==> config.mk <==
export PLATFORM = sky130hd
export DESIGN_NAME = lttb_ctrl
export DESIGN_NICKNAME = d
export VERILOG_FILES = /design/src/rtl/lttb_pkg.sv /design/src/rtl/lttb_ctrl.sv
export SDC_FILE = /design/constraint.sdc
export NUM_CORES = 1
export LEC_CHECK = 0
export BUFFER_PORTS_ARGS = -buffer_cell sky130_fd_sc_hd__buf_2
export CAP_MARGIN = 30
export CORE_MARGIN = 3
export CORE_UTILIZATION = 50
export CTS_BUF_LIST = sky130_fd_sc_hd__clkbuf_4
export DETAILED_ROUTE_END_ITERATION = 8
export GPL_ROUTABILITY_DRIVEN = 0
export GPL_TIMING_DRIVEN = 0
export HOLD_SLACK_MARGIN = 0.15
export PLACE_DENSITY = 0.87
export SETUP_SLACK_MARGIN = 0.3
export SLEW_MARGIN = 15
export SYNTH_ARGS = -nofsm -noshare
export SYNTH_HDL_FRONTEND = slang
export SYNTH_SLANG_ARGS = --single-unit
export TNS_END_PERCENT = 10
==> constraint.sdc <==
create_clock -name clk -period 5.3 [get_ports clk]
set_input_delay 0.53 -clock clk [delete_from_list [all_inputs] [get_ports clk]]
set_output_delay 0.53 -clock clk [all_outputs]
set_load 0.02 [all_outputs]
==> src/rtl/lttb_pkg.sv <==
package lttb_pkg;

	localparam int MaxPoints  = 4096;
	localparam int MaxTarget  = 1024;
	localparam int SampleBits = 24;
	localparam int CfgBits    = 11;
	localparam int PosBits    = 12;

	localparam logic ReqLoad = 1'b0;
	localparam logic ReqRead = 1'b1;

	typedef enum logic [3:0] {
		S_IDLE,
		S_SEL,
		S_BDIV,
		S_ADV1,
		S_ADV2,
		S_BUCKET,
		S_LAST,
		S_SUM,
		S_CDIV,
		S_RDA,
		S_RDAW,
		S_SCAN,
		S_NEXT,
		S_RD_IDX,
		S_RD_PT,
		S_EMIT
	} state_t;

	typedef enum logic [1:0] {
		RS_SCAN,
		RS_A,
		RS_LAST,
		RS_OUT
	} rsel_t;

	typedef enum logic {
		MODE_SUM,
		MODE_AREA
	} mode_t;

	typedef struct packed {
		logic  load;
		logic  sel_init;
		logic  bdiv_start;
		logic  bnd_init;
		logic  bnd_adv;
		logic  pick_bs;
		logic  scan_start;
		mode_t scan_mode;
		logic  scan_step;
		logic  cdiv_start;
		logic  cent_mem;
		logic  cent_div;
		logic  a_cap;
		logic  pick_best;
		logic  bucket_next;
		logic  sel_finish;
		rsel_t rsel;
		logic  out_load;
		logic  out_empty;
	} cmd_t;

	typedef struct packed {
		logic empty;
		logic done;
		logic pass_cond;
		logic skip;
		logic has_next;
		logic last_bucket;
		logic issue_done;
		logic pipe_busy;
		logic div_busy;
		logic out_free;
	} status_t;

endpackage

==> src/rtl/lttb_ctrl.sv <==
module lttb_ctrl (
	input  logic               clk,
	input  logic               arst_n,
	input  logic               in_valid,
	input  logic               req_type,
	input  lttb_pkg::status_t  st,
	output logic               in_ready,
	output lttb_pkg::cmd_t     cmd
);
	lttb_pkg::state_t state_q, state_nxt;
	logic             empty_q, empty_nxt;

	always_ff @(posedge clk or negedge arst_n) begin
		if (!arst_n) begin
			state_q <= lttb_pkg::S_IDLE;
			empty_q <= 1'b0;
		end else begin
			state_q <= state_nxt;
			empty_q <= empty_nxt;
		end
	end

	always_comb begin
		state_nxt = state_q;
		empty_nxt = empty_q;
		in_ready  = 1'b0;
		cmd       = '0;
		cmd.rsel  = lttb_pkg::RS_OUT;
		cmd.scan_mode = lttb_pkg::MODE_SUM;
		case (state_q)
			lttb_pkg::S_IDLE: begin
				if (empty_q) begin
					if (st.out_free) begin
						cmd.out_empty = 1'b1;
						empty_nxt     = 1'b0;
					end
				end else begin
					in_ready = 1'b1;
					if (in_valid) begin
						if (req_type == lttb_pkg::ReqLoad)
							cmd.load = 1'b1;
						else if (st.empty)
							empty_nxt = 1'b1;
						else if (st.done)
							state_nxt = lttb_pkg::S_RD_IDX;
						else
							state_nxt = lttb_pkg::S_SEL;
					end
				end
			end
			lttb_pkg::S_SEL: begin
				cmd.sel_init = 1'b1;
				if (st.pass_cond) begin
					state_nxt = lttb_pkg::S_RD_IDX;
				end else begin
					cmd.bdiv_start = 1'b1;
					state_nxt      = lttb_pkg::S_BDIV;
				end
			end
			lttb_pkg::S_BDIV: begin
				if (!st.div_busy) begin
					cmd.bnd_init = 1'b1;
					state_nxt    = lttb_pkg::S_ADV1;
				end
			end
			lttb_pkg::S_ADV1: begin
				cmd.bnd_adv = 1'b1;
				state_nxt   = lttb_pkg::S_ADV2;
			end
			lttb_pkg::S_ADV2: begin
				cmd.bnd_adv = 1'b1;
				state_nxt   = lttb_pkg::S_BUCKET;
			end
			lttb_pkg::S_BUCKET: begin
				if (st.skip) begin
					cmd.pick_bs = 1'b1;
					state_nxt   = lttb_pkg::S_NEXT;
				end else if (st.has_next) begin
					cmd.scan_start = 1'b1;
					cmd.scan_mode  = lttb_pkg::MODE_SUM;
					state_nxt      = lttb_pkg::S_SUM;
				end else begin
					cmd.rsel  = lttb_pkg::RS_LAST;
					state_nxt = lttb_pkg::S_LAST;
				end
			end
			lttb_pkg::S_LAST: begin
				cmd.rsel     = lttb_pkg::RS_LAST;
				cmd.cent_mem = 1'b1;
				state_nxt    = lttb_pkg::S_RDA;
			end
			lttb_pkg::S_SUM: begin
				cmd.rsel      = lttb_pkg::RS_SCAN;
				cmd.scan_mode = lttb_pkg::MODE_SUM;
				if (!st.issue_done) begin
					cmd.scan_step = 1'b1;
				end else if (!st.pipe_busy) begin
					cmd.cdiv_start = 1'b1;
					state_nxt      = lttb_pkg::S_CDIV;
				end
			end
			lttb_pkg::S_CDIV: begin
				if (!st.div_busy) begin
					cmd.cent_div = 1'b1;
					state_nxt    = lttb_pkg::S_RDA;
				end
			end
			lttb_pkg::S_RDA: begin
				cmd.rsel  = lttb_pkg::RS_A;
				state_nxt = lttb_pkg::S_RDAW;
			end
			lttb_pkg::S_RDAW: begin
				cmd.rsel       = lttb_pkg::RS_A;
				cmd.a_cap      = 1'b1;
				cmd.scan_start = 1'b1;
				cmd.scan_mode  = lttb_pkg::MODE_AREA;
				state_nxt      = lttb_pkg::S_SCAN;
			end
			lttb_pkg::S_SCAN: begin
				cmd.rsel      = lttb_pkg::RS_SCAN;
				cmd.scan_mode = lttb_pkg::MODE_AREA;
				if (!st.issue_done) begin
					cmd.scan_step = 1'b1;
				end else if (!st.pipe_busy) begin
					cmd.pick_best = 1'b1;
					state_nxt     = lttb_pkg::S_NEXT;
				end
			end
			lttb_pkg::S_NEXT: begin
				if (st.last_bucket) begin
					cmd.sel_finish = 1'b1;
					state_nxt      = lttb_pkg::S_RD_IDX;
				end else begin
					cmd.bucket_next = 1'b1;
					state_nxt       = lttb_pkg::S_BUCKET;
				end
			end
			lttb_pkg::S_RD_IDX: begin
				state_nxt = lttb_pkg::S_RD_PT;
			end
			lttb_pkg::S_RD_PT: begin
				state_nxt = lttb_pkg::S_EMIT;
			end
			lttb_pkg::S_EMIT: begin
				if (st.out_free) begin
					cmd.out_load = 1'b1;
					state_nxt    = lttb_pkg::S_IDLE;
				end
			end
			default: begin
				state_nxt = lttb_pkg::S_IDLE;
			end
		endcase
	end
endmodule

==> flow_metrics.tcl <==
set metrics [dict create \
    cts_max_level 1 \
    tightest_slew_ns 0.503 \
    cts_setup_buffers 0 \
    cts_sinks 5 \
    grt_max_degree 11 \
    yosys_warnings 0 \
    max_freq_mhz 416 \
    fin_crit_ns 2.41 \
    nNetsFinal 144 \
    cts_buffers 3 \
    vias_per_cell 6.13 \
    drt-total-wl_um 2000 \
    hold_viol 0 \
    worst_hold_path.num_cells 2 \
    num-fill-cells 101 \
    num_vias 876 \
    synth_cell_types 42 \
    power_density_nw_per_um2 595 \
    die_area_um2 1820 \
    ant_nets 0 \
    cp.arrival_ns 1.88 \
    min_period_over_period 0.454 \
    cp.required_ns 4.77 \
    maxSlewViolCount 0 \
    multi_input_area_um2 482 \
    grt_overflow 0 \
    slew_headroom 0.660 \
    synthesis.nets 104 \
    cts-root-buf "clkbuf_4" \
    status "complete, no violations" \
    synthCells 90 \
    critPathLaunchType "flop" \
    layout-drive-gt1-share 0.372 \
    grt_pass1_wl_um 3110 \
    grt_pass1_vias 710 \
    cts_tree "yes" \
    path_max_fanout 10 \
    crit_path_end_kind "primary output" \
    die_w_um 42.7 \
    port_buffers 34 \
    power.leakage_nw 0.437 \
    syn_to_final_growth_pct 33.8 \
    rsz0062_at_grt "no" \
    track_usage 0.228 \
    wl_per_cell_um 14.0 \
    timing.hold.ws_ns 0.569 \
    drc 0 \
    cap_violations 0 \
    final_cells 143 \
    start_util 0.568 \
    synth.avg_cell_area_um2 7.48 \
    antenna_found_initial 0 \
    dr.pass1.iters 4 \
    netlist_area_um2 673 \
    row_count 12 \
    coreArea_um2 1190 \
    setup_tns_ns 0 \
    layout_common_cells "36 x buf_2, 10 x nand2_1, 9 x nor2_1, 6 x nor4_1" \
    final_common_cell "buf_2" \
    insertion_delay_ns 0.26 \
    die_h_um 42.7 \
    dpl.hpwl_um 1510 \
    clockBufferDepth 2 \
    finalSetupViolCount 0 \
    synth_seq_area_share 0.186 \
    hp-class "flop to flop" \
    dp.cells 138 \
    critPathKind "flop to primary output" \
    n_antenna_cell 0 \
    fin_skew_ns 0.00745 \
    drtIter0Drc 20 \
    peakVddDrop_uv 311 \
    clk_pin_slew_worst_paths_ns 0.05 \
    ff2ff_path_depth 5 \
    ys_ff_latch 5 \
    regArea_um2 125 \
    io_pins 35 \
]
[power breakdown]
part	switching, W	total [W]	internal [W]
Combinational	0.000251	0.000409	0.000158
Clock	0.0000183	0.0000520	0.0000337
Sequential	0.0000168	0.0000747	0.0000579
Total	0.000286	0.000536	0.000250
[cells by family (layout without fill, tap and decap cells)]
kind of cell | count (synthesis) | in the layout | synth area share
and+or+nand+nor | 49 | 49 | 0.418
AOI/OAI and AO/OA | 21 | 21 | 0.262
buffers and inverters | 13 | 52 | 0.0985
DFF | 5 | 5 | 0.186
xor gates and xnor gates | 1 | 1 | 0.0130
muxes | 1 | 1 | 0.0223
[layer usage]
layer / vias to the layer above / part of all wire / GRT usage
li1: 419 / - / -
met1: 403 / 0.42 / 0.254
met2: 47 / 0.47 / 0.374
met3: 7 / 0.077 / 0.0636
met4: 0 / 0.028 / 0.149
met5: - / 0 / 0
[metrics by stage]
step,util,power (W),setup WS (ns),cell area (µm²)
global route,0.759,0.000574,2.75,901
CTS,0.759,0.000531,2.93,901
detailed placement,0.726,0.000476,3.21,861
floorplan,-,0.000383,2.97,673
global placement,0.726,0.000466,3.24,861
finish,0.759,0.000536,2.89,901
[path summary, 6_finish.rpt]
path                                  from          to  slack (ns)
worst min register to register     empty_q     empty_q        0.57
worst max-delay path            state_q[0]     cmd[15]        2.89
max in group asynchronous           arst_n  state_q[1]        4.52
min in group asynchronous           arst_n     empty_q        0.64
worst max register to register  state_q[3]  state_q[0]        3.39
worst min-delay path               empty_q     empty_q        0.57
[timing repair]
action,4_1_cts,5_1_grt
gates resized for setup,0,0
hold buffers,1,0
endpoints found under the hold margin,5,0
[synth_stat cells]
library cell,number,area (µm²)
o21ai_0,4,20.0
inv_1,4,15.0
a41oi_1,1,8.76
or4_4,1,11.3
and4bb_2,1,12.5
nor4_1,6,37.5
nor4b_1,3,26.3
nor3_1,5,25.0
a221oi_1,2,17.5
and3b_1,1,8.76
buf_1,1,3.75
a32o_1,1,10.0
a21oi_1,2,10.0
or3_4,1,11.3
o31ai_1,1,7.51
a22o_1,1,8.76
buf_2,2,10.0
nand4b_1,1,8.76
and3_1,1,6.26
xnor2_1,1,8.76
mux2_4,1,15.0
o32ai_1,1,8.76
nand3_1,2,10.0
clkbuf_1,3,11.3
nor3b_1,1,7.51
nand2_1,10,37.5
buf_4,2,15.0
nand2b_1,3,18.8
nand3b_1,1,7.51
nor2_1,9,33.8
o22a_1,1,8.76
o211a_1,1,10.0
a211oi_1,1,7.51
a21boi_0,1,7.51
nor2b_1,2,12.5
nand4_1,1,6.26
o41ai_1,1,8.76
o22ai_1,1,6.26
o32ai_4,1,27.5
a32oi_1,1,8.76
buf_6,1,11.3
dfrtp_1,5,125
[sequential cells by signal, indices dropped and copies added, names as in the netlist]
name / cells
empty_q: 1
state_q: 4
[final cells by class]
type                    count  share of cell area
clock buffers               4              0.0333
repair buffers             35               0.200
flip-flops and latches      5               0.139
inverters                   4              0.0167
multi-input cells          72               0.535
plain buffers               9              0.0569
well taps                  14              0.0194
[critical path: stages, from the launching register on]
cell and delay, ns:
dfrtp_1 0.41, clkbuf_1 0.33, clkbuf_1 0.42, nand3b_1 0.12, a21oi_1 0.16, buf_2 0.18
No activity file was read; power rests on OpenSTA's default activity.
